### src/rtl/u3wd_pkg.sv
// ============================================================================
// u3wd_pkg: shared types and constants of the uniform 3x3 window detector
// Holds the geometry constants, the transaction payload structs and the
// small structs that travel between the line buffer, window and top level.
// ============================================================================
`timescale 1ns / 1ps
`default_nettype none

package u3wd_pkg;

   // Grid geometry.
   localparam int MAX_WIDTH = 16;
   localparam int MAX_ROWS  = 2048;

   localparam int COL_W   = $clog2(MAX_WIDTH);
   localparam int ROW_W   = $clog2(MAX_ROWS);
   localparam int WID_W   = $clog2(MAX_WIDTH + 1);
   localparam int SYM_W   = 8;
   localparam int MATCH_W = 16;

   // Configuration register map.
   localparam int CSR_ADDR_W = 3;
   localparam int CSR_DATA_W = 32;
   localparam int CFG_W      = 5;
   localparam logic [CFG_W-1:0] ROW_WIDTH_RESET = CFG_W'(12);
   localparam logic             REG_ROW_WIDTH   = 1'b0;   // word index bit of paddr
   localparam int               MIN_WIDTH       = 3;

   typedef struct packed {
      logic [7:0] symbol;
      logic       last_of_grid;
   } req_payload_type;

   typedef struct packed {
      logic [11:0] centre_row;
      logic [4:0]  centre_col;
      logic [7:0]  centre_symbol;
      logic [15:0] match_total;
   } rsp_payload_type;

   // One column of the window: top is two rows above, bot is the newest row.
   typedef struct packed {
      logic [SYM_W-1:0] top;
      logic [SYM_W-1:0] mid;
      logic [SYM_W-1:0] bot;
   } column_type;

   // Contents of one line buffer column.
   typedef struct packed {
      logic [SYM_W-1:0] two_above;
      logic [SYM_W-1:0] above;
   } line_entry_type;

endpackage

`default_nettype wire

### src/rtl/uniform_3x3_window_detector.sv
// ============================================================================
// uniform_3x3_window_detector: uniform 3x3 neighborhood detector
// Streams a raster grid of symbols, keeps two line buffers and a 3x3
// window, and reports every interior cell whose eight neighbors all match it.
// ============================================================================
//
// Usage:
// The req channel carries one grid symbol per transaction in raster order,
// with last_of_grid set on the final symbol of a grid. The rsp channel
// carries one transaction for every window whose nine symbols are equal:
// the 1-based row and column of the window center, the symbol and the
// running match count of the grid (saturating at 65535).
// The row width comes from the row_width register (byte address 0) of the
// APB-style csr port; values below 3 act as 3 and above 16 act as 16.
// A result is registered at the edge that accepts its symbol. Throughput
// is one symbol per cycle while req_stall is low; the line buffer column
// read, the window shift and the eight compares all happen in the same cycle.
// Results land in an output register backed by a one-entry skid register,
// so a symbol is still accepted while one result waits on a stalled rsp
// channel; req_stall rises only once the skid register is occupied too.
// Synchronous reset clears the line buffers, the window, the position and
// match counters, both result valid bits, and sets row_width back to 12.
// ============================================================================
`timescale 1ns / 1ps
`default_nettype none

module uniform_3x3_window_detector (
   input  wire                                    clock,
   input  wire                                    reset,
   // Input channel.
   input  wire                                    req_valid,
   output logic                                   req_stall,
   input  u3wd_pkg::req_payload_type              req_payload,
   // Result channel.
   output logic                                   rsp_valid,
   input  wire                                    rsp_stall,
   output u3wd_pkg::rsp_payload_type              rsp_payload,
   // Configuration port.
   input  wire                                    csr_psel,
   input  wire                                    csr_penable,
   input  wire                                    csr_pwrite,
   input  wire  [u3wd_pkg::CSR_ADDR_W-1:0]        csr_paddr,
   input  wire  [u3wd_pkg::CSR_DATA_W-1:0]        csr_pwdata,
   output logic [u3wd_pkg::CSR_DATA_W-1:0]        csr_prdata,
   output logic                                   csr_pready
);

   // -------------------------------------------------------------------------
   // Configuration register. Bit 2 of the address selects the word; the only
   // register lives at word zero, and the low two bits are byte offsets.
   // -------------------------------------------------------------------------
   logic [u3wd_pkg::CFG_W-1:0] row_width_ff;
   logic [u3wd_pkg::CFG_W-1:0] row_width_in;
   logic                       csr_write;

   assign csr_pready = 1'b1;
   assign csr_write  = csr_psel && csr_penable && csr_pwrite && csr_pready;

   always_comb begin
      row_width_in = row_width_ff;
      if (csr_write && (csr_paddr[2] == u3wd_pkg::REG_ROW_WIDTH)) begin
         row_width_in = csr_pwdata[u3wd_pkg::CFG_W-1:0];
      end
   end

   always_comb begin
      csr_prdata = '0;
      if (csr_paddr[2] == u3wd_pkg::REG_ROW_WIDTH) begin
         csr_prdata = u3wd_pkg::CSR_DATA_W'(row_width_ff);
      end
   end

   // Clamp the programmed width to the range the line buffers support.
   logic [u3wd_pkg::WID_W-1:0] eff_width;

   always_comb begin
      if (32'(row_width_ff) < u3wd_pkg::MIN_WIDTH) begin
         eff_width = u3wd_pkg::WID_W'(u3wd_pkg::MIN_WIDTH);
      end else if (32'(row_width_ff) > u3wd_pkg::MAX_WIDTH) begin
         eff_width = u3wd_pkg::WID_W'(u3wd_pkg::MAX_WIDTH);
      end else begin
         eff_width = u3wd_pkg::WID_W'(row_width_ff);
      end
   end

   // -------------------------------------------------------------------------
   // Handshake.
   // -------------------------------------------------------------------------
   logic req_accept;
   logic skid_valid_ff;

   assign req_stall  = skid_valid_ff;
   assign req_accept = req_valid && !req_stall;

   // -------------------------------------------------------------------------
   // Position and match counters.
   // -------------------------------------------------------------------------
   logic [u3wd_pkg::COL_W-1:0]   col_ff,   col_in;
   logic [u3wd_pkg::ROW_W-1:0]   row_ff,   row_in;
   logic [u3wd_pkg::MATCH_W-1:0] match_ff, match_in;
   logic [u3wd_pkg::MATCH_W-1:0] match_next;
   logic [u3wd_pkg::WID_W-1:0]   col_plus_one;

   assign col_plus_one = u3wd_pkg::WID_W'(col_ff) + u3wd_pkg::WID_W'(1);

   // -------------------------------------------------------------------------
   // Line buffer: one cell per column; only the current column is written.
   // -------------------------------------------------------------------------
   u3wd_pkg::line_entry_type line_entry [u3wd_pkg::MAX_WIDTH];
   u3wd_pkg::line_entry_type line_rd;

   for (genvar gi = 0; gi < u3wd_pkg::MAX_WIDTH; gi++) begin : g_line
      u3wd_line_cell u_line_cell (
         .clock  (clock),
         .reset  (reset),
         .wr_en  (req_accept && (col_ff == u3wd_pkg::COL_W'(gi))),
         .symbol (req_payload.symbol),
         .entry  (line_entry[gi])
      );
   end

   always_comb begin
      line_rd = '0;
      for (int i = 0; i < u3wd_pkg::MAX_WIDTH; i++) begin
         if (col_ff == u3wd_pkg::COL_W'(i)) begin
            line_rd = line_entry[i];
         end
      end
   end

   // -------------------------------------------------------------------------
   // Window: three column cells, the newest on the right. Each accepted
   // transaction shifts every column one place to the left and brings in the
   // buffered column plus the incoming symbol.
   // -------------------------------------------------------------------------
   u3wd_pkg::column_type new_col;
   u3wd_pkg::column_type win_col [3];

   assign new_col.top = line_rd.two_above;
   assign new_col.mid = line_rd.above;
   assign new_col.bot = req_payload.symbol;

   u3wd_win_cell u_win_cell0 (
      .clock    (clock),
      .reset    (reset),
      .shift_en (req_accept),
      .col_in   (win_col[1]),
      .col_out  (win_col[0])
   );

   u3wd_win_cell u_win_cell1 (
      .clock    (clock),
      .reset    (reset),
      .shift_en (req_accept),
      .col_in   (win_col[2]),
      .col_out  (win_col[1])
   );

   u3wd_win_cell u_win_cell2 (
      .clock    (clock),
      .reset    (reset),
      .shift_en (req_accept),
      .col_in   (new_col),
      .col_out  (win_col[2])
   );

   // The window after this shift is {win_col[1], win_col[2], new_col}; its
   // center is the middle symbol of what is now the newest stored column.
   logic [u3wd_pkg::SYM_W-1:0] centre;
   logic                       uniform;
   logic                       interior;
   logic                       hit;

   assign centre = win_col[2].mid;

   always_comb begin
      uniform = (win_col[1].top == centre) && (win_col[1].mid == centre) &&
                (win_col[1].bot == centre) && (win_col[2].top == centre) &&
                (win_col[2].bot == centre) && (new_col.top == centre) &&
                (new_col.mid == centre)    && (new_col.bot == centre);
   end

   assign interior = (row_ff >= u3wd_pkg::ROW_W'(2)) && (col_ff >= u3wd_pkg::COL_W'(2));
   assign hit      = req_accept && interior && uniform;

   assign match_next = (match_ff != '1) ? (match_ff + u3wd_pkg::MATCH_W'(1)) : match_ff;

   always_comb begin
      col_in   = col_ff;
      row_in   = row_ff;
      match_in = match_ff;
      if (req_accept) begin
         if (hit) begin
            match_in = match_next;
         end
         // The row ends once the column reaches the last column of the
         // current width, also when the width shrank within the row.
         if (col_plus_one >= eff_width) begin
            col_in = '0;
            if (row_ff != u3wd_pkg::ROW_W'(u3wd_pkg::MAX_ROWS - 1)) begin
               row_in = row_ff + u3wd_pkg::ROW_W'(1);
            end
         end else begin
            col_in = col_plus_one[u3wd_pkg::COL_W-1:0];
         end
         if (req_payload.last_of_grid) begin
            col_in   = '0;
            row_in   = '0;
            match_in = '0;
         end
      end
   end

   // -------------------------------------------------------------------------
   // Result register with a skid register behind it.
   // -------------------------------------------------------------------------
   u3wd_pkg::rsp_payload_type new_rsp;
   u3wd_pkg::rsp_payload_type rsp_payload_ff, rsp_payload_in;
   u3wd_pkg::rsp_payload_type skid_payload_ff, skid_payload_in;
   logic                      rsp_valid_ff, rsp_valid_in;
   logic                      skid_valid_in;
   logic                      out_free;

   assign new_rsp.centre_row    = 12'(row_ff);
   assign new_rsp.centre_col    = 5'(col_ff);
   assign new_rsp.centre_symbol = centre;
   assign new_rsp.match_total   = match_next;

   assign out_free = !rsp_valid_ff || !rsp_stall;

   always_comb begin
      rsp_valid_in    = rsp_valid_ff;
      rsp_payload_in  = rsp_payload_ff;
      skid_valid_in   = skid_valid_ff;
      skid_payload_in = skid_payload_ff;
      if (out_free) begin
         if (skid_valid_ff) begin
            // No transaction is accepted while the skid register is full.
            rsp_valid_in   = 1'b1;
            rsp_payload_in = skid_payload_ff;
            skid_valid_in  = 1'b0;
         end else begin
            rsp_valid_in   = hit;
            rsp_payload_in = new_rsp;
         end
      end else if (hit) begin
         skid_valid_in   = 1'b1;
         skid_payload_in = new_rsp;
      end
   end

   always_ff @(posedge clock) begin
      if (reset) begin
         row_width_ff  <= u3wd_pkg::ROW_WIDTH_RESET;
         col_ff        <= '0;
         row_ff        <= '0;
         match_ff      <= '0;
         rsp_valid_ff  <= 1'b0;
         skid_valid_ff <= 1'b0;
      end else begin
         row_width_ff  <= row_width_in;
         col_ff        <= col_in;
         row_ff        <= row_in;
         match_ff      <= match_in;
         rsp_valid_ff  <= rsp_valid_in;
         skid_valid_ff <= skid_valid_in;
      end
   end

   always_ff @(posedge clock) begin
      rsp_payload_ff  <= rsp_payload_in;
      skid_payload_ff <= skid_payload_in;
   end

   assign rsp_valid   = rsp_valid_ff;
   assign rsp_payload = rsp_payload_ff;

   // -------------------------------------------------------------------------
   // Assertions.
   // -------------------------------------------------------------------------
   a_skid_behind_output : assert property (@(posedge clock) disable iff (reset)
      skid_valid_ff |-> rsp_valid_ff)
      else $error("skid register holds a result while the output register is empty");

   a_skid_only_on_stall : assert property (@(posedge clock) disable iff (reset)
      skid_valid_ff |-> $past(rsp_stall))
      else $error("skid register filled without a stalled result channel");

   a_grid_end_clears : assert property (@(posedge clock) disable iff (reset)
      (req_accept && req_payload.last_of_grid) |=>
         (col_ff == '0 && row_ff == '0 && match_ff == '0))
      else $error("position or match count not cleared after the end of a grid");

   a_result_counted : assert property (@(posedge clock) disable iff (reset)
      rsp_valid_ff |-> (rsp_payload_ff.match_total != '0))
      else $error("result transaction carries a zero match count");

endmodule

`default_nettype wire

### src/rtl/u3wd_line_cell.sv
// ============================================================================
// u3wd_line_cell: one column of the two line buffers
// On a write the older row takes the newer one and the newer row takes the
// incoming symbol, so the two previous rows of that column are kept.
// ============================================================================
`timescale 1ns / 1ps
`default_nettype none

module u3wd_line_cell (
   input  wire                              clock,
   input  wire                              reset,
   input  wire                              wr_en,
   input  wire  [u3wd_pkg::SYM_W-1:0]       symbol,
   output u3wd_pkg::line_entry_type         entry
);

   u3wd_pkg::line_entry_type entry_ff;
   u3wd_pkg::line_entry_type entry_in;

   always_comb begin
      entry_in = entry_ff;
      if (wr_en) begin
         entry_in.two_above = entry_ff.above;
         entry_in.above     = symbol;
      end
   end

   always_ff @(posedge clock) begin
      if (reset) begin
         entry_ff <= '0;
      end else begin
         entry_ff <= entry_in;
      end
   end

   assign entry = entry_ff;

endmodule

`default_nettype wire

### src/rtl/u3wd_win_cell.sv
// ============================================================================
// u3wd_win_cell: one column of the 3x3 window
// Takes the column of its newer neighbor on every accepted transaction.
// ============================================================================
`timescale 1ns / 1ps
`default_nettype none

module u3wd_win_cell (
   input  wire                        clock,
   input  wire                        reset,
   input  wire                        shift_en,
   input  u3wd_pkg::column_type       col_in,
   output u3wd_pkg::column_type       col_out
);

   u3wd_pkg::column_type col_ff;
   u3wd_pkg::column_type col_in_mux;

   assign col_in_mux = shift_en ? col_in : col_ff;

   always_ff @(posedge clock) begin
      if (reset) begin
         col_ff <= '0;
      end else begin
         col_ff <= col_in_mux;
      end
   end

   assign col_out = col_ff;

endmodule

`default_nettype wire

### config.mk
export PLATFORM = sky130hd
export DESIGN_NAME = uniform_3x3_window_detector
export DESIGN_NICKNAME = d
export VERILOG_FILES = /design/src/rtl/u3wd_pkg.sv /design/src/rtl/uniform_3x3_window_detector.sv /design/src/rtl/u3wd_line_cell.sv /design/src/rtl/u3wd_win_cell.sv
export SDC_FILE = /design/constraint.sdc
export NUM_CORES = 1
export LEC_CHECK = 0
export BUFFER_PORTS_ARGS = -buffer_cell sky130_fd_sc_hd__buf_4
export CELL_PAD_IN_SITES_DETAIL_PLACEMENT = 0
export CELL_PAD_IN_SITES_GLOBAL_PLACEMENT = 2
export CORE_MARGIN = 2
export CORE_UTILIZATION = 25
export CTS_CLUSTER_DIAMETER = 60
export DETAILED_ROUTE_END_ITERATION = 8
export PLACE_DENSITY_LB_ADDON = 0.1
export SLEW_MARGIN = 20
export SYNTH_ARGS = -nofsm -noshare
export SYNTH_HDL_FRONTEND = slang
export SYNTH_SLANG_ARGS = --single-unit
### constraint.sdc
create_clock -name clock -period 11.42 [get_ports clock]
set_clock_uncertainty 0.1 [all_clocks]
set_input_delay 1.713 -clock clock [delete_from_list [all_inputs] [get_ports clock]]
set_output_delay 1.713 -clock clock [all_outputs]
set_load 0.03 [all_outputs]
==> flow_summary.toml, run 1 <==
[status]
status = "completed"

[cts]
cts.path.max_buffers = 3
htreeDepth = 2
cts-resized-gates = 0
clkTransAtPathRegs_ns = 0.05
cts.sinks = 420
post_cts_buffers = 0
cts_hold_buf = 0
cts_made_buffers = 55
clock_latency_ns = 0.61
cts_tree = "yes"
cts_root_buf = "clkbuf_16"

[die]
io_pins = 127
rows = 102
coreArea_sq_mm = 0.07759
die_x_um = 284.2
start_util_pct = 25.30
die_area_sq_mm = 0.08079
die_y_um = 284.2

[cells_and_area]
post_route_cells_drive_above_1_share_pct = 10.24
nNetsFinal = 2479
final_core_util_pct = 29.32
fin_cells = 3501
antenna_cells = 0
syn2layout_area_growth_pct = 15.89

[setup_path]
startpoint_type = "flip-flop"
arrival_ns = 5.77
path_class = "reg2reg"
critical_path.endpoint_type = "flip-flop"
critPathMaxFanout = 45
cp_common_cell = "buf_4"
worst-path-buf-inv = 3
crit_chain = "inv_1 > ha_4 > buf_4 > nor3_1 > nor2_1 > a2111oi_0 > a211oi_1 > a21oi_1 > nor3b_1 > o221a_2 > nand4b_1 > nor2_4 > buf_4"
required_ns = 11.56
critPathTopFamily = "simple AND/OR/NAND/NOR gates"
critPathSlowestCell = "a211oi_1"
critPathMaxStageDelay_ns = 0.67

[timing]
slew_violations = 0
fmax_ghz = 0.1775
min_period_ns = 5.635
finalHoldViolations = 0
fin_crit_sh_pct = 49.34
tightest_slew_ns = 1.282
slew_headroom_pct = 14.54
tns_ns = 0
setup_viol = 0
rsz0062_at_grt = "false"

[drt]
drc_errors = 0
dr_wl_met3_mm = 2.266
via_count = 16900
drtIter0Drc = 901
wl_met1_mm = 33.00
antenna_left = 0
routedWlPerCell_um = 20.93
drt_wl_total_mm = 73.29
drtPass1Iterations = 5
wl_met2_mm = 36.17
vias_per_cell = 4.827
top_layer = "met4"

[synthesis]
synthCells = 2449
synth-edff-count = 78
yosysSeqAreaShare_pct = 46.80
async_flop_share_pct = 0
muxShareOfSynthArea_pct = 2.740
syn_avg_cell_area_sq_um = 8.017
synth_adder_area_share_pct = 0.7648
synthFlopType = "dfxtp_1"
synth-xor-area-share_pct = 1.071
synth_compound_area_share_pct = 19.00
ys_warn_count = 0
synth_cell_types = 81
yosys.area_share.simple_pct = 23.54
ys_ff_latch = 420
synth_area_sq_mm = 0.01963
synth_top_family_by_area = "simple AND/OR/NAND/NOR gates"

[power_and_ir_drop]
ir_worst_vdd_uv = 109.8
switchingPower_mw = 0.8589
p_per_area_mw_per_mm2 = 154.4
internal_power_mw = 2.655
p_seq_share_pct = 43.6
p_leak_nw = 7.638
p_comb_share_pct = 6.0
power_frac_clock_pct = 50.3
p_sw_share_pct = 24.44

[placement]
io_buffers = 67
routabilityCongestion = 0.7765
hpwl_mm = 47.33
dp_cells = 3399

[global_routing]
first_global_vias = 16380
grt_antenna_before_repair = 0
grt_max_degree = 185
grt_usage_pct = 17.92
grt_pass1_wl_mm = 110.2
gr-total-overflow = 0

[run]
maxCapViolations = 0

[worst_hold_path]
hp-class = "reg2reg"
-- metal layers --
layer  global-route usage, %  up-vias
li1                        -     8357
met1                   23.07     8173
met2                   31.34      286
met3                   2.231       82
met4                   5.026        0
met5                       0        -
-- tightest hold or removal path, cell delays in order, from the launching register on --
cell     delay (ns)
dfxtp_1        0.30
nand2_1        0.05
a21oi_1        0.05
-- synth_stat cells (9+ instances only) --
library cell	instances	area share [%]
o221ai_1	11	0.49
nor3_1	33	0.84
buf_4	32	1.2
nor3b_1	10	0.38
nor2b_1	44	1.4
dfxtp_1	342	35
buf_2	46	1.2
o211ai_1	10	0.38
a211oi_1	31	1.2
mux2i_1	20	1.0
o2bb2ai_1	11	0.49
inv_1	41	0.78
mux2_2	30	1.7
ha_1	12	0.76
and3_1	9	0.29
edfxtp_1	78	12
buf_1	11	0.21
nand3b_1	23	0.88
o21ai_0	44	1.1
o31ai_1	12	0.46
xnor2_1	14	0.62
a221oi_1	26	1.2
a31oi_1	15	0.48
nand4_1	18	0.57
nand3_1	41	1.0
nand2_1	700	13
xor2_1	10	0.45
clkbuf_1	129	2.5
and2_1	9	0.29
nor2_1	97	1.9
o22ai_1	10	0.32
nand2b_1	21	0.67
or4_1	13	0.50
a21oi_1	380	9.7
-- through the flow --
step,worst slack (ns),instance area (sq um),hold slack (ns),power [mW]
global route,5.472,22750,0.3706,3.663
global placement,5.793,20890,0.3397,1.781
CTS,5.789,22740,0.3537,3.578
floorplan,5.733,19740,0.3064,1.702
finish,5.785,22750,0.3490,3.514
detailed placement,5.793,20910,0.3462,1.781
-- cell usage in the layout (no fill, tap or decap), types with 9 or more instances in the layout --
master,n
o2bb2ai_1,11
o221ai_1,11
or4_1,13
nand2_1,699
o211ai_1,10
inv_1,41
edfxtp_1,78
nand3_1,41
a221oi_1,26
nand3b_1,23
xnor2_1,14
o31ai_1,12
clkbuf_16,57
buf_4,101
mux2_2,30
nand2b_1,20
mux2i_1,20
nor2_1,93
o22ai_1,10
nand4_1,18
clkbuf_1,13
a211oi_1,31
nor2b_1,43
nor3_1,28
dfxtp_1,340
conb_1,30
clkinv_2,14
a31oi_1,15
and3_1,9
and2_1,9
o21ai_0,44
nor3b_1,10
xor2_1,10
a21oi_1,379
-- path summary, 6_finish.rpt --
path / slack, ns / cells after the start / start / end
hold / removal: 0.35 / 2 / g_line[2].u_line_cell.entry[15] / g_line[2].u_line_cell.entry[15]
setup / recovery: 5.79 / 13 / col_ff[0] / skid_payload_ff[26]
setup reg to reg: 5.79 / 13 / col_ff[0] / skid_payload_ff[26]
hold reg to reg: 0.35 / 2 / g_line[2].u_line_cell.entry[15] / g_line[2].u_line_cell.entry[15]
-- cell families (layout without fill, tap and decap cells) --
| kind of cell | Yosys count | in the layout |
|---|---|---|
| compound gates | 625 | 625 |
| xor+xnor | 24 | 24 |
| fa+ha+maj | 12 | 12 |
| buf+inv | 263 | 247 |
| flops | 420 | 420 |
| mux | 50 | 50 |
| other cells | 2 | 30 |
| simple gates | 1053 | 1053 |
-- power by group through the flow --
stage	Sequential, mW	Clock [mW]	Combinational [mW]
6_report	1.53	1.77	0.212
5_1_grt	1.53	1.90	0.230
4_1_cts	1.53	1.83	0.217
3_5_place_dp	1.57	0	0.216
3_3_place_gp	1.56	0	0.216
2_1_floorplan	1.56	0	0.140
-- flip-flops by register name (all words and copies together), names as in the netlist --
name,flops
rsp_valid,1
u_win_cell1.col_out,24
rsp_payload,39
row_width_ff,5
req_stall,1
match_ff,16
u_win_cell2.col_out,24
row_ff,11
col_ff,4
g_line.u_line_cell.entry,256
skid_payload_ff,39
-- final cells by class --
type                            instances  area (sq um)
Fill cell                            8396         54840
Sequential cell                       420          9191
Tap cell                             1040          1301
Clock buffer                           76          1558
Multi-Input combinational cell       1794          9470
Clock inverter                         26         280.3
Inverter                               42         157.7
Timing Repair Buffer                  103         793.3
Power figures use the tool's default switching activity.
==> inputs of run 2 (changes only) <==
==> constraint.sdc (replaced) <==
create_clock -name clock -period 5.5 [get_ports clock]
set_clock_uncertainty 0.1 [all_clocks]
set_input_delay 0.825 -clock clock [delete_from_list [all_inputs] [get_ports clock]]
set_output_delay 0.825 -clock clock [all_outputs]
set_load 0.03 [all_outputs]
==> run 2 against run 1 <==
Effect of this change: clock-buffer cell count unchanged; cell area increased by 2.1%; via count increased by 0.38%; core utilization increased by 0.61 points; wire length increased by 1.1%; critical path type unchanged; register-to-register slack got worse by 5.3 ns.
==> flow_summary.toml, run 2 (synthesis gave the netlist of run 1 again) <==
[global_routing]
grt_antenna_before_repair = 0
gr-total-overflow = 0
grtUsageMet1_pct = 22.87
grt_util_met2_pct = 31.68
grt_usage_pct = 18.04
grt-busiest-layer = "met2"
grt_pass1_wl_mm = 110.2
first_global_vias = 16810
grtUsageMet3_pct = 2.616
grt_max_degree = 169

[power_and_ir_drop]
p_leak_nw = 7.864
p_per_area_mw_per_mm2 = 325.3
ir_worst_vdd_uv = 225.8
p_total_mw = 7.556

[cells_and_area]
post_route_cells_drive_above_1_share_pct = 11.93
largest_reg_flops = 256
syn2layout_area_growth_pct = 18.30
final_common_cell = "nand2_1"
nNetsFinal = 2512
antenna_cells = 0
mostFrequentLayoutCells = "nand2_1, a21oi_1, dfxtp_1, buf_4, nor2_1"

[timing]
fin_crit_sh_pct = 91.75
finalHoldViolations = 0
setup_viol = 0
slew_headroom_pct = 27.06
tightest_slew_ns = 1.088
rsz0062_at_grt = "false"
min_period_ns = 5.046
tns_ns = 0
fmax_ghz = 0.1982
slew_violations = 0

[setup_path]
path_class = "reg2reg"
cp_common_cell = "buf_4"
critPathMaxStageDelay_ns = 0.61
reg2reg_depth = 13
critPathTopFamily = "compound AO/OA/AOI/OAI gates"
critPathMaxFanout = 16
critPathSlowestCell = "a221oi_1"
startpoint_type = "flip-flop"
r2r-start = "col_ff[0]"
r2r_slack_ns = 0.45
cp.depth = 13
endpoint = "match_ff[13]"
arrival_ns = 5.42
required_ns = 5.88
critPathLaunch = "col_ff[0]"
r2r_end = "match_ff[13]"
crit_chain = "inv_1 > ha_2 > buf_4 > nand3b_1 > a221oi_1 > o221ai_1 > a211oi_1 > o21ai_0 > a222oi_1 > o211ai_1 > buf_4 > or3b_1 > mux2i_1"
worst-path-buf-inv = 3
critical_path.endpoint_type = "flip-flop"

[cts]
cts.sinks = 420
cts.path.max_buffers = 3
clkTransAtPathRegs_ns = 0.06
cts-resized-gates = 0
htreeDepth = 2
clock_latency_ns = 0.63
cts_root_buf = "clkbuf_16"
post_cts_buffers = 0
cts_made_buffers = 57
cts_tree = "yes"
cts_hold_buf = 0

[die]
rows = 102
die_y_um = 284.2
start_util_pct = 25.30
coreArea_sq_mm = 0.07759
die_area_sq_mm = 0.08079
io_pins = 127
die_x_um = 284.2

[drt]
drtIter0Drc = 977
drt_wl_total_mm = 74.11
vias_per_cell = 4.795
drtPass1Iterations = 7
drc_errors = 0
via_count = 16960
antenna_left = 0
routedWlPerCell_um = 20.95

[placement]
routabilityCongestion = 0.7757
hpwl_mm = 49.70
io_buffers = 67

[worst_hold_path]
hp-class = "in2reg"
hp-start = "csr_pwdata[4]"

[run]
maxCapViolations = 0

[status]
status = "completed"
[run 2: where the power goes]
group / internal, mW / total, mW / switching [mW]
clock: 2.40 / 3.92 / 1.53
combinational: 0.123 / 0.454 / 0.331
sequential: 3.15 / 3.18 / 0.0288
[run 2: layer usage]
| layer | part of all wire [%] | up-vias |
|---|---|---|
| li1 | - | 8420 |
| met1 | 44 | 8134 |
| met2 | 50 | 316 |
| met3 | 3.7 | 93 |
| met4 | 2.5 | 0 |
| met5 | 0 | - |
[run 2: worst min-delay path by stage]
stage | to | slack, ns | cells after the start
after floorplan | skid_payload_ff[18] | 0.31 | 0
after global placement | g_line[7].u_line_cell.entry[15] | 0.34 | 2
after detailed placement | g_line[15].u_line_cell.entry[11] | 0.35 | 2
after CTS | row_width_ff[0] | 0.29 | 3
after global routing | row_width_ff[0] | 0.33 | 3
final | row_width_ff[4] | 0.33 | 3
[run 2: worst reg2reg max path, cell delays in order (launching register included)]
cell and delay, ns:
dfxtp_1 0.42, inv_1 0.20, ha_2 0.54, buf_4 0.29, nand3b_1 0.09, a221oi_1 0.61, o221ai_1 0.49, a211oi_1 0.44
o21ai_0 0.18, a222oi_1 0.38, o211ai_1 0.20, buf_4 0.24, or3b_1 0.55, mux2i_1 0.16
[run 2: area by class of cell]
| type | instances | area [sq um] |
|---|---|---|
| tap | 1040 | 1301 |
| inverter | 42 | 157.7 |
| timing repair buffer | 134 | 1076 |
| clock buffer | 76 | 1610 |
| fill | 8463 | 54370 |
| sequential | 420 | 9191 |
| clock inverter | 32 | 396.6 |
| multi-input combinational | 1794 | 9493 |
[run 2: stage by stage]
stage	utilization [%]	setup WS, ns	cell area [sq um]	instances	hold slack [ns]
2_1_floorplan	-	0.4915	19740	2477	0.3064
3_3_place_gp	27.29	0.5547	21180	3430	0.3425
3_5_place_dp	27.32	0.5651	21200	3430	0.3453
4_1_cts	29.90	0.5118	23200	3538	0.2886
5_1_grt	29.93	0.1117	23230	3538	0.3317
6_report	29.93	0.4540	23230	3538	0.3307
==> inputs of run 3 (changes only) <==
--- a/config.mk
+++ b/config.mk
@@ -16,4 +16,5 @@
 export SLEW_MARGIN = 20
 export SYNTH_ARGS = -nofsm -noshare
 export SYNTH_HDL_FRONTEND = slang
+export SYNTH_HIERARCHICAL = 1
 export SYNTH_SLANG_ARGS = --single-unit
==> run 3 against run 2 <==
Effect of this change: power down 2.8%; clock-buffer cell count up 2; area after synthesis increased by 1.2%; combinational power shrank 7.3%; hold slack improved by 0.015 ns; core utilization shrank 0.64 points; non-clock buffer count increased by 18; sequential power about the same; first-iteration DRC count decreased by 10%.
==> flow_summary.toml, run 3 <==
[die]
io_pins = 127
die_x_um = 285.8
die_area_sq_mm = 0.08171
coreArea_sq_mm = 0.07887
rows = 103
die_y_um = 285.8
start_util_pct = 25.18

[cells_and_area]
nNetsFinal = 2114
mostFrequentLayoutCells = "nor2_1, dfxtp_1, mux2i_1, buf_4, edfxtp_1"
largest_reg_flops = 256
antenna_cells = 0
syn2layout_area_growth_pct = 16.32
final_common_cell = "nor2_1"
post_route_cells_drive_above_1_share_pct = 15.32

[cts]
cts-resized-gates = 0
cts_made_buffers = 55
cts.path.max_buffers = 3
clkTransAtPathRegs_ns = 0.06
cts_root_buf = "clkbuf_16"
cts.sinks = 420
cts_hold_buf = 0
cts_tree = "yes"
clock_latency_ns = 0.62
post_cts_buffers = 0
htreeDepth = 2

[global_routing]
grt_max_degree = 139
grt_pass1_wl_mm = 97.22
grt_usage_pct = 15.71
grt_antenna_before_repair = 1
gr-total-overflow = 0
first_global_vias = 14350

[power_and_ir_drop]
ir_worst_vdd_uv = 212.7
p_comb_share_pct = 5.7
internal_power_mw = 5.582
p_leak_nw = 8.373
p_sw_share_pct = 24.01
p_seq_share_pct = 43.2
switchingPower_mw = 1.764
p_per_area_mw_per_mm2 = 318.0
power_frac_clock_pct = 51.0

[timing]
fin_crit_sh_pct = 89.62
tns_ns = 0
finalHoldViolations = 0
min_period_ns = 4.929
setup_viol = 0
tightest_slew_ns = 0.9778
rsz0062_at_grt = "false"
layout_setup_ws_ns = 0.5711
fmax_ghz = 0.2029
slew_violations = 0
slew_headroom_pct = 34.81

[setup_path]
startpoint_type = "flip-flop"
critPathLaunch = "col_ff[1]"
arrival_ns = 5.12
path_class = "reg2reg"
required_ns = 5.69
critPathMaxFanout = 24
r2r-start = "col_ff[1]"
critical_path.endpoint_type = "flip-flop"

[synthesis]
yosysMostFrequentCell = "nor2_1"
synth_area_sq_mm = 0.01986
ys_ff_latch = 420
yosys.area.top_type_share_pct = 34.48
synth_top_area_cell = "dfxtp_1"
synthFlopType = "dfxtp_1"
yosys-top-cells-count = "nor2_1, dfxtp_1, mux2i_1"
async_flop_share_pct = 0
synthTopCellsByArea = "dfxtp_1, mux2i_1, edfxtp_1"
synth_cell_types = 85
yosysSeqAreaShare_pct = 46.27
syn_avg_cell_area_sq_um = 9.949
synthCells = 1996
ys_warn_count = 6
synth-edff-count = 78

[placement]
place_ws_ns = 0.5711
hpwl_mm = 44.19
io_buffers = 67
routabilityCongestion = 0.7710

[status]
status = "completed"

[drt]
via_count = 14740
drtPass1Iterations = 5
drc_errors = 0
drt_wl_total_mm = 65.21
vias_per_cell = 4.687
drtIter0Drc = 876
antenna_left = 0
routedWlPerCell_um = 20.73

[worst_hold_path]
hp-class = "in2reg"
hp-start = "csr_pwdata[0]"

[run]
maxCapViolations = 0
run 3: path summary, 6_finish.rpt:
kind	end	slack, ns	cells after the start
max	skid_payload_ff[17]	0.57	12
min	row_width_ff[0]	0.35	3
max reg2reg	skid_payload_ff[17]	0.57	12
min reg2reg	g_line[6].u_line_cell/entry[12]	0.39	2
run 3: area by class of cell:
class / count / area [sq um]
Fill cell: 8336 / 55770
Multi-Input combinational cell: 1378 / 9289
Inverter: 44 / 166.4
Clock inverter: 23 / 314.1
Sequential cell: 420 / 9191
Clock buffer: 78 / 1564
Tap cell: 1050 / 1314
Timing Repair Buffer: 152 / 1261
run 3: critical path, cell delays in order (launching register included):
cell	delay, ns
dfxtp_1	0.49
ha_2	0.54
buf_4	0.39
nor3b_1	0.67
and2_1	0.26
o2111ai_1	0.11
a211oi_1	0.28
a221o_1	0.23
mux2i_1	0.26
o2111ai_2	0.23
or4b_1	0.62
nor2_4	0.19
buf_12	0.20
run 3: metal layers:
metal | track usage, % | part of all wire (%) | vias up | routed length [um]
li1 | - | - | 7176 | -
met1 | 21.09 | 47 | 7190 | 30420
met2 | 25.86 | 47 | 281 | 30330
met3 | 2.520 | 4.1 | 93 | 2688
met4 | 4.791 | 2.7 | 0 | 1767
met5 | 0 | 0 | - | 0
run 3: power groups by stage:
stage / Clock (mW) / Combinational, mW / Sequential (mW)
6_report: 3.75 / 0.421 / 3.18
5_1_grt: 4.01 / 0.458 / 3.18
4_1_cts: 3.89 / 0.429 / 3.18
3_5_place_dp: 0 / 0.427 / 3.24
3_3_place_gp: 0 / 0.428 / 3.24
2_1_floorplan: 0 / 0.281 / 3.24
run 3: cell families after synthesis:
family | after synthesis | synth area share [%]
compound gates | 329 | 12.07
xor+xnor | 22 | 0.9703
fa+ha+maj | 12 | 0.7560
buf+inv | 226 | 7.812
flops | 420 | 46.27
mux | 342 | 17.42
other cells | 2 | 0.03782
simple gates | 643 | 14.67
run 3: stage by stage:
step                cell area, sq um  hold WS, ns  util [%]  power [mW]  cells
detailed placement             21220       0.3728     26.90       3.670   3044
global placement               21220       0.3684     26.90       3.669   3044
CTS                            23090       0.3004     29.28       7.495   3145
finish                         23100       0.3456     29.29       7.346   3145
global route                   23100       0.3208     29.29       7.645   3145
floorplan                      19960       0.3064         -       3.518   2024
